File: src/rtl/assert_macros.svh
// assertion macros shared by the filter rtl
// expects a clock named clk and a synchronous active-high reset named rst in scope
`ifndef ASSERT_MACROS_SVH
`define ASSERT_MACROS_SVH

// same-cycle implication
`define ASSERT_SAME(label, ante, cons, msg) \
  label: assert property (@(posedge clk) disable iff (rst) (ante) |-> (cons)) \
    else $error(msg);

// next-cycle implication
`define ASSERT_NEXT(label, ante, cons, msg) \
  label: assert property (@(posedge clk) disable iff (rst) (ante) |=> (cons)) \
    else $error(msg);

`endif

File: src/rtl/fcg_pkg.sv
// types and constants for the fir filter with clamp and gain
// no dependencies
package fcg_pkg;

  // request opcodes
  localparam logic OP_SAMPLE = 1'b0;
  localparam logic OP_LOAD   = 1'b1;

  // configuration register indexes
  localparam int   CFG_IDX_W = 1;
  localparam logic [CFG_IDX_W-1:0] REG_TAPS = 1'b0;
  localparam logic [CFG_IDX_W-1:0] REG_GAIN = 1'b1;

  localparam logic [5:0]         TAPS_RESET = 6'd32;
  localparam logic signed [15:0] GAIN_RESET = 16'sd256;

  // sum clamp bounds in q15, 32767 * 2^15 and -32768 * 2^15
  localparam logic signed [31:0] SUM_MAX = 32'sh3FFF_8000;
  localparam logic signed [31:0] SUM_MIN = 32'shC000_0000;

  // multiplier product width and the bias for round half toward minus infinity
  localparam int                         PROD_W     = 48;
  localparam logic signed [PROD_W-1:0]   ROUND_BIAS = 48'sd4194303;
  localparam int                         FRAC_BITS  = 23;

  localparam logic signed [15:0] OUT_MAX = 16'sh7FFF;
  localparam logic signed [15:0] OUT_MIN = 16'sh8000;

  typedef struct packed {
    logic              opcode;
    logic signed [15:0] sample_in;
    logic [4:0]        coef_index;
    logic signed [15:0] coef_value;
  } in_item_t;

  typedef struct packed {
    logic signed [15:0] sample_out;
    logic              clipped;
  } out_item_t;

  // step controls from the sequencer to the shared multiply unit
  typedef struct packed {
    logic clear;
    logic mul_en;
    logic gain_sel;
    logic acc_en;
    logic clamp_en;
    logic round_en;
  } mac_ctrl_t;

endpackage

File: src/rtl/fcg_ram.sv
// generic single-write, single-read ram with registered read data
// no dependencies
module fcg_ram #(
  parameter int WIDTH = 16,
  parameter int DEPTH = 32,
  localparam int AW = (DEPTH > 1) ? $clog2(DEPTH) : 1
) (
  input  logic                  clk,
  input  logic                  we,
  input  logic [AW-1:0]         waddr,
  input  logic [WIDTH-1:0]      wdata,
  input  logic [AW-1:0]         raddr,
  output logic [WIDTH-1:0]      rdata
);

  logic [WIDTH-1:0] mem [DEPTH];

  always_ff @(posedge clk) begin
    if (we) begin
      mem[waddr] <= wdata;
    end
    rdata <= mem[raddr];
  end

endmodule

File: src/rtl/fcg_mac.sv
// shared multiplier with accumulator, sum clamp, rounding and output saturation
// depends on fcg_pkg
module fcg_mac #(
  parameter int ACC_W = 37
) (
  input  logic                clk,
  input  fcg_pkg::mac_ctrl_t  ctrl,
  input  logic signed [15:0]  dl_rd,
  input  logic signed [15:0]  coef_rd,
  input  logic signed [15:0]  gain,
  output fcg_pkg::out_item_t  result
);

  logic signed [31:0]                 mul_a;
  logic signed [15:0]                 mul_b;
  logic signed [fcg_pkg::PROD_W-1:0]  mul_full;
  logic signed [fcg_pkg::PROD_W-1:0]  prod_q;
  logic signed [fcg_pkg::PROD_W-1:0]  rnd_sum;
  logic signed [ACC_W-1:0]            acc;
  logic signed [30:0]                 clamp_q;
  logic                               clip_sum;
  logic signed [24:0]                 rnd_q;
  logic                               sum_hi;
  logic                               sum_lo;
  logic                               out_hi;
  logic                               out_lo;

  // tap products use the delay line and coefficient, the gain step reuses the same multiplier
  assign mul_a    = ctrl.gain_sel ? 32'(clamp_q) : 32'(dl_rd);
  assign mul_b    = ctrl.gain_sel ? gain : coef_rd;
  assign mul_full = mul_a * mul_b;

  assign sum_hi = acc > ACC_W'(fcg_pkg::SUM_MAX);
  assign sum_lo = acc < ACC_W'(fcg_pkg::SUM_MIN);

  assign rnd_sum = prod_q + fcg_pkg::ROUND_BIAS;

  always_ff @(posedge clk) begin
    if (ctrl.mul_en) begin
      prod_q <= mul_full;
    end
    if (ctrl.clear) begin
      acc <= '0;
    end else if (ctrl.acc_en) begin
      acc <= acc + ACC_W'($signed(prod_q[31:0]));
    end
    if (ctrl.clamp_en) begin
      clamp_q  <= sum_hi ? fcg_pkg::SUM_MAX[30:0] :
                  sum_lo ? fcg_pkg::SUM_MIN[30:0] : acc[30:0];
      clip_sum <= sum_hi | sum_lo;
    end
    // floor shift of the biased product gives ceil(x - 0.5)
    if (ctrl.round_en) begin
      rnd_q <= rnd_sum[fcg_pkg::PROD_W-1:fcg_pkg::FRAC_BITS];
    end
  end

  assign out_hi = rnd_q > 25'(fcg_pkg::OUT_MAX);
  assign out_lo = rnd_q < 25'(fcg_pkg::OUT_MIN);

  always_comb begin
    result.sample_out = out_hi ? fcg_pkg::OUT_MAX :
                        out_lo ? fcg_pkg::OUT_MIN : rnd_q[15:0];
    result.clipped    = clip_sum | out_hi | out_lo;
  end

endmodule

File: src/rtl/fir_filter_clamp_gain_top.sv
// top level of the fir filter with clamp and gain: sequencer, config registers, output register
// depends on fcg_pkg, fcg_ram, fcg_mac and assert_macros.svh
// A coefficient load request leaves the block idle, so it can accept again straight away. A sample
// request keeps the block busy from acceptance until its result is loaded into the output register.
// The effective tap count is taps_in_use, with 0 read as 1 and values above NUM_TAPS read as
// NUM_TAPS: one shared multiplier handles one tap per cycle from the delay line and coefficient
// rams, then the pipeline drains and the sum is clamped, and the same multiplier applies the gain
// before rounding and saturation. After reset both rams are cleared in a pass over all addresses
// during which no request is accepted; configuration writes are taken at any time. The result sits
// in an output register, so the next request can be accepted while it waits.
`include "assert_macros.svh"

module fir_filter_clamp_gain_top #(
  parameter int NUM_TAPS = 32
) (
  input  logic                                clk,
  input  logic                                rst,
  input  logic                                in_valid,
  output logic                                in_ready,
  input  fcg_pkg::in_item_t                   in_data,
  output logic                                out_valid,
  input  logic                                out_ready,
  output fcg_pkg::out_item_t                  out_data,
  input  logic                                cfg_we,
  input  logic [fcg_pkg::CFG_IDX_W-1:0]       cfg_index,
  input  logic [15:0]                         cfg_data
);

  localparam int ADDR_W   = (NUM_TAPS > 1) ? $clog2(NUM_TAPS) : 1;
  localparam int ACC_W    = 32 + $clog2(NUM_TAPS);
  localparam int TAPS_CAP = (NUM_TAPS < 63) ? NUM_TAPS : 63;
  localparam logic [ADDR_W-1:0] CLR_LAST = ADDR_W'(NUM_TAPS - 1);

  localparam logic [2:0] S_CLEAR = 3'd0;
  localparam logic [2:0] S_IDLE  = 3'd1;
  localparam logic [2:0] S_TAPS  = 3'd2;
  localparam logic [2:0] S_DRAIN = 3'd3;
  localparam logic [2:0] S_GAIN  = 3'd4;
  localparam logic [2:0] S_ROUND = 3'd5;
  localparam logic [2:0] S_SAT   = 3'd6;

  logic [2:0]          state;
  logic [ADDR_W-1:0]   rd_addr;
  logic [ADDR_W-1:0]   rd_addr_d;
  logic [ADDR_W-1:0]   last_addr;
  logic [ADDR_W-1:0]   last_next;
  logic                rd_v;
  logic                mul_v;
  logic [5:0]          taps_in_use;
  logic signed [15:0]  output_gain;
  logic [5:0]          taps_lim;
  logic                in_accept;
  logic                sample_req;
  logic                coef_ok;
  logic                shift_we;
  logic                out_load;

  logic                dl_we;
  logic [ADDR_W-1:0]   dl_waddr;
  logic [15:0]         dl_wdata;
  logic [15:0]         dl_rd;
  logic                coef_we;
  logic [ADDR_W-1:0]   coef_waddr;
  logic [15:0]         coef_wdata;
  logic [15:0]         coef_rd;

  fcg_pkg::mac_ctrl_t  ctrl;
  fcg_pkg::out_item_t  mac_result;

  assign in_ready   = (state == S_IDLE);
  assign in_accept  = in_valid && in_ready;
  assign sample_req = in_accept && (in_data.opcode == fcg_pkg::OP_SAMPLE);
  assign coef_ok    = (NUM_TAPS >= 32) || (32'(in_data.coef_index) < NUM_TAPS);
  assign shift_we   = rd_v && (rd_addr_d != '0);
  assign out_load   = (state == S_SAT) && (!out_valid || out_ready);

  // effective tap count: zero acts as one, capped at the line length
  assign taps_lim  = (taps_in_use == '0) ? 6'd1 :
                     (taps_in_use > 6'(TAPS_CAP)) ? 6'(TAPS_CAP) : taps_in_use;
  assign last_next = ADDR_W'(taps_lim - 6'd1);

  // delay line write port: clear sweep, newest sample, then one shift per tap read above address zero
  always_comb begin
    dl_we    = 1'b0;
    dl_waddr = rd_addr_d - ADDR_W'(1);
    dl_wdata = dl_rd;
    if (state == S_CLEAR) begin
      dl_we    = 1'b1;
      dl_waddr = rd_addr;
      dl_wdata = '0;
    end else if (sample_req) begin
      dl_we    = 1'b1;
      dl_waddr = last_next;
      dl_wdata = in_data.sample_in;
    end else if (shift_we) begin
      dl_we    = 1'b1;
    end
  end

  always_comb begin
    coef_we    = 1'b0;
    coef_waddr = ADDR_W'(in_data.coef_index);
    coef_wdata = in_data.coef_value;
    if (state == S_CLEAR) begin
      coef_we    = 1'b1;
      coef_waddr = rd_addr;
      coef_wdata = '0;
    end else if (in_accept && in_data.opcode == fcg_pkg::OP_LOAD && coef_ok) begin
      coef_we    = 1'b1;
    end
  end

  always_comb begin
    ctrl.clear    = sample_req;
    ctrl.mul_en   = rd_v || (state == S_GAIN);
    ctrl.gain_sel = (state == S_GAIN);
    ctrl.acc_en   = mul_v;
    ctrl.clamp_en = (state == S_DRAIN) && !rd_v && !mul_v;
    ctrl.round_en = (state == S_ROUND);
  end

  fcg_ram #(.WIDTH(16), .DEPTH(NUM_TAPS)) u_dl_ram (
    .clk   (clk),
    .we    (dl_we),
    .waddr (dl_waddr),
    .wdata (dl_wdata),
    .raddr (rd_addr),
    .rdata (dl_rd)
  );

  fcg_ram #(.WIDTH(16), .DEPTH(NUM_TAPS)) u_coef_ram (
    .clk   (clk),
    .we    (coef_we),
    .waddr (coef_waddr),
    .wdata (coef_wdata),
    .raddr (rd_addr),
    .rdata (coef_rd)
  );

  fcg_mac #(.ACC_W(ACC_W)) u_mac (
    .clk     (clk),
    .ctrl    (ctrl),
    .dl_rd   (dl_rd),
    .coef_rd (coef_rd),
    .gain    (output_gain),
    .result  (mac_result)
  );

  always_ff @(posedge clk) begin
    if (rst) begin
      state       <= S_CLEAR;
      rd_addr     <= '0;
      rd_v        <= 1'b0;
      mul_v       <= 1'b0;
      out_valid   <= 1'b0;
      taps_in_use <= fcg_pkg::TAPS_RESET;
      output_gain <= fcg_pkg::GAIN_RESET;
    end else begin
      rd_v  <= (state == S_TAPS);
      mul_v <= rd_v;
      if (out_load) begin
        out_valid <= 1'b1;
      end else if (out_ready) begin
        out_valid <= 1'b0;
      end
      if (cfg_we) begin
        unique case (cfg_index)
          fcg_pkg::REG_TAPS: taps_in_use <= cfg_data[5:0];
          fcg_pkg::REG_GAIN: output_gain <= cfg_data;
          default: ;
        endcase
      end
      unique case (state)
        S_CLEAR: begin
          if (rd_addr == CLR_LAST) begin
            rd_addr <= '0;
            state   <= S_IDLE;
          end else begin
            rd_addr <= rd_addr + ADDR_W'(1);
          end
        end
        S_IDLE: begin
          if (sample_req) begin
            rd_addr <= '0;
            state   <= S_TAPS;
          end
        end
        S_TAPS: begin
          if (rd_addr == last_addr) begin
            state <= S_DRAIN;
          end else begin
            rd_addr <= rd_addr + ADDR_W'(1);
          end
        end
        S_DRAIN: begin
          if (!rd_v && !mul_v) begin
            state <= S_GAIN;
          end
        end
        S_GAIN:  state <= S_ROUND;
        S_ROUND: state <= S_SAT;
        S_SAT: begin
          if (out_load) begin
            state <= S_IDLE;
          end
        end
        default: state <= S_IDLE;
      endcase
    end
  end

  always_ff @(posedge clk) begin
    rd_addr_d <= rd_addr;
    if (sample_req) begin
      last_addr <= last_next;
    end
    if (out_load) begin
      out_data <= mac_result;
    end
  end

  `ASSERT_SAME(a_accept_idle_pipe, in_accept, !rd_v && !mul_v, "request accepted with taps in flight")
  `ASSERT_NEXT(a_sample_starts, sample_req, state == S_TAPS && rd_addr == '0, "sample did not start at tap zero")
  `ASSERT_NEXT(a_last_tap_drains, state == S_TAPS && rd_addr == last_addr, state == S_DRAIN, "tap loop overran")
  `ASSERT_SAME(a_shift_in_range, shift_we, rd_addr_d <= last_addr, "shift beyond active taps")
  `ASSERT_SAME(a_result_from_sat, $rose(out_valid), $past(state) == S_SAT, "result without saturation step")

endmodule
File: config.mk
export PLATFORM = sky130hd
export DESIGN_NAME = fir_filter_clamp_gain_top
export DESIGN_NICKNAME = d
export VERILOG_FILES = /design/src/rtl/fcg_pkg.sv /design/src/rtl/fcg_ram.sv /design/src/rtl/fcg_mac.sv /design/src/rtl/fir_filter_clamp_gain_top.sv
export VERILOG_INCLUDE_DIRS = /design/src /design/src/rtl
export SDC_FILE = /design/constraint.sdc
export NUM_CORES = 2
export LEC_CHECK = 0
export BUFFER_PORTS_ARGS = -buffer_cell sky130_fd_sc_hd__buf_2
export CAP_MARGIN = 10
export CORE_UTILIZATION = 55
export CTS_CLUSTER_DIAMETER = 120
export DETAILED_ROUTE_END_ITERATION = 8
export PLACE_DENSITY_LB_ADDON = 0.15
export RECOVER_POWER = 100
export SYNTH_ARGS = -nofsm -noshare
export SYNTH_HDL_FRONTEND = slang
export SYNTH_SLANG_ARGS = --single-unit
File: constraint.sdc
create_clock -name clk -period 15.6 [get_ports clk]
set_input_delay 1.56 -clock clk [delete_from_list [all_inputs] [get_ports clk]]
set_output_delay 1.56 -clock clk [all_outputs]
set_load 0.1 [all_outputs]
==> results.tsv <==
stage	metric	value	unit
setup_path	CP max FO	62	
layout	Syn-to-layout area delta	9.427	%
setup_path	Bufs and invs on worst path	6	
yosys	Synth Register Bits	1258	
routing	WL final	168800	µm
die	I/O Pins	79	
timing	Slew headroom	-442.9	%
yosys	syn nets	5399	
clock_network	CTS resizes	0	
global_routing	global-route wire length before repair	254500	µm
timing	# setup viols final	0	
die	total core area	122000	µm²
outcome	status	finished, violations left	
clock_network	deepest clock path buffer count	3	
setup_path	CP peak stage delay	2.55	ns
layout	commonest non-fill, non-tap cell in the layout	edfxtp_1	
timing	Slew @ Worst Pin	8.143	ns
setup_path	R2R Path Start	state[2]	
global_routing	grt met3 use	4.460	%
clock_network	hold_buf cts	0	
timing	Fmax	84.16	MHz
timing	RSZ-0062 raised after global routing	no	
placed_design	port bufs	78	
clock_network	clock root cell	clkbuf_16	
setup_path	CP delay by family, top	adder cells	
setup_path	CP most frequent cell	fa_1	
die	die area	124700	µm²
yosys	Synth warnings	0	
clock_network	Post-CTS Setup Bufs	0	
setup_path	crit path kind	flip-flop to flip-flop	
placed_design	DP Cell Count	6305	
global_routing	gr usage total	27.64	%
routing	routed len/inst	25.77	µm
setup_path	reg-to-reg slack, setup	3.72	ns
placed_design	HPWL after DPL	115200	µm
placed_design	gp weighted congestion	0.9359	
yosys	Avg Cell Area, Syn	14.41	µm²
global_routing	M2 GR Usage	45.17	%
hold_path	Hold WC Path Type	flip-flop to flip-flop	
routing	number of DRC markers in iteration 0	3610	
yosys	Top FF cell, synth	edfxtp_1	
global_routing	largest net degree at the start of global routing	111	
setup_path	Worst EP arrival	12.38	ns
routing	vias	38810	
timing	Setup TNS	0	ns
yosys	Post-Syn Area	67830	µm²
die	std cell rows	128	
clock_network	Worst-path clk slew	0.06	ns
outcome	failing checks	capacitance limit, slew limit	
layout	register area	36710	µm²
layout	final core utilization	60.82	%
clock_network	# H-tree levels	4	
hold_path	hold endpoint	output_gain[11]	
setup_path	element type at the critical path start	flip-flop	
setup_path	Worst setup EP type	flip-flop	
routing	vias per cell	5.923	
routing	Pre-antenna DRT Iters	7	
timing	count of pins over their slew limit	1313	
yosys	Mapped Cells	4707	
placed_design	pre-CTS WS	6.161	ns
yosys	Async SR Flop Fraction	0	%
setup_path	end of the worst register-to-register path	u_mac.prod_q[46]	
routing	Residual DRC	0	
setup_path	data required time of the worst path	16.10	ns
global_routing	M1 GR Usage	37.73	%
global_routing	GRT busiest layer	met2	
timing	Setup WS post-layout	3.718	ns
hold_path	Hold Startpoint	output_gain[11]	
layout	Post-layout nets	5517	
layout	non-filler instance count after layout	6552	
clock_network	CTS tree	built	
global_routing	initial antenna violation count	2	
timing	Post-Route Skew	0.05256	ns
yosys	number of synthesized flops with an enable pin	1151	
setup_path	CP max-delay cell	clkbuf_1	
setup_path	FF-to-FF path depth	25	
hold_path	number of cells on the worst hold path	2	
clock_network	clk_lat worst skew	0.78	ns
global_routing	vias in the first global route	40260	
clock_network	Clock Sinks	1258	
yosys	sequential area share after synthesis	54.11	%
layout	fillcell total	9404	
global_routing	grt total ovfl	0	
die	Die Span X	353.2	µm
yosys	Synth cell types	85	
die	Starting Density	55.58	%
clock_network	number of CTS-inserted buffers	133	
die	Die H	353.2	µm
timing	minimum clock period	11.88	ns
timing	Fin. Hold Viols	0	
layout	area of the multi-input gates	28260	µm²
layout	most frequent cells in the layout	edfxtp_1, inv_1, fa_1	
routing	Final ANT Viol Nets	0	
run	maxcap violations	40	
timing	Final Cycle Share	76.17	%
layout	share of layout cells above drive strength 1	13.99	%
per-stage QoR:
stage / area [µm²] / hold slack [ns]
after CTS: 74680 / 0.4707
after floorplan: 67830 / 0.3290
after detailed placement: 70540 / 0.4619
after global routing: 74220 / 0.4836
after global placement: 70540 / 0.4557
final: 74230 / 0.4734
cells by family after synthesis:
logic type	after synthesis	synth area share, %
compound gates	415	3.923
xor+xnor	99	1.278
fa+ha+maj	632	16.95
buf+inv	780	4.366
flops	1258	54.11
mux	439	12.49
simple gates	1084	6.884
final cells by class:
| type | instances | area share [%] |
|---|---|---|
| Multi-Input combinational cell | 2669 | 38.08 |
| Antenna cell | 3 | 0.01011 |
| Timing Repair Buffer | 185 | 1.209 |
| Clock inverter | 60 | 0.8209 |
| Inverter | 578 | 2.923 |
| Sequential cell | 1258 | 49.46 |
| Clock buffer | 174 | 4.760 |
| Tap cell | 1625 | 2.739 |
worst max path at each step:
| stage | cells after the start | slack [ns] | end | startpoint |
|---|---|---|---|---|
| floorplan | 29 | 8.37 | u_mac.prod_q[44] | state[2] |
| global placement | 25 | 6.21 | u_mac.prod_q[46] | state[2] |
| detailed placement | 25 | 6.16 | u_mac.prod_q[46] | state[2] |
| CTS | 25 | 6.11 | u_mac.prod_q[46] | state[2] |
| global route | 5 | 2.79 | u_coef_ram.rdata[15] | rd_addr[0] |
| finish | 25 | 3.72 | u_mac.prod_q[46] | state[2] |
registers in the layout, indices dropped and copies added, names as in the netlist, 5 cells and up:
name and count:
rd_addr_d 5, u_mac.acc 37, u_coef_ram.mem 512, out_data 17, u_mac.rnd_q 25, u_mac.prod_q 48
u_dl_ram.mem 512, last_addr 5, rd_addr 5, output_gain 16, taps_in_use 6, u_dl_ram.rdata 16
u_mac.clamp_q 31, u_coef_ram.rdata 16
routing by layer:
layer  routed length, µm  up-vias
li1                    -    16960
met1               69410    20160
met2               82340     1375
met3               10900      312
met4                6176        0
met5                   0        -
synth_stat cells, types with 8 or more instances:
cell | instances | area (µm²)
edfxtp_1 | 1151 | 34560
inv_1 | 577 | 2166
fa_1 | 478 | 9569
nand2_1 | 444 | 1667
nor2_1 | 395 | 1483
mux4_2 | 320 | 7207
ha_1 | 154 | 1927
clkbuf_1 | 153 | 574.3
a21oi_1 | 147 | 735.7
dfxtp_1 | 107 | 2142
a21o_1 | 85 | 638.1
xnor2_1 | 71 | 621.9
mux2_2 | 60 | 675.7
o21ai_0 | 60 | 300.3
mux2i_1 | 59 | 590.6
nand3_1 | 45 | 225.2
and2_1 | 43 | 269.0
nor3_1 | 28 | 140.1
xor2_1 | 28 | 245.2
nand4_1 | 27 | 168.9
buf_1 | 24 | 90.09
nand2b_1 | 22 | 137.6
buf_2 | 21 | 105.1
nor4_1 | 18 | 112.6
nor2b_1 | 14 | 87.58
o21bai_1 | 12 | 90.09
a211oi_1 | 10 | 75.07
o211ai_1 | 10 | 75.07
o21a_1 | 10 | 75.07
a31oi_1 | 9 | 56.30
and3_1 | 9 | 56.30
o31ai_1 | 9 | 67.56
a21boi_0 | 8 | 60.06
nand3b_1 | 8 | 60.06
worst min-delay path, stage by stage (launching register included):
cell and delay, ns:
dfxtp_1 0.32, nand2_1 0.05, a21oi_1 0.05
Power is left out: the tool's default activity adds up to more than one toggle a clock period on the data nets, which glitch-free logic cannot reach.
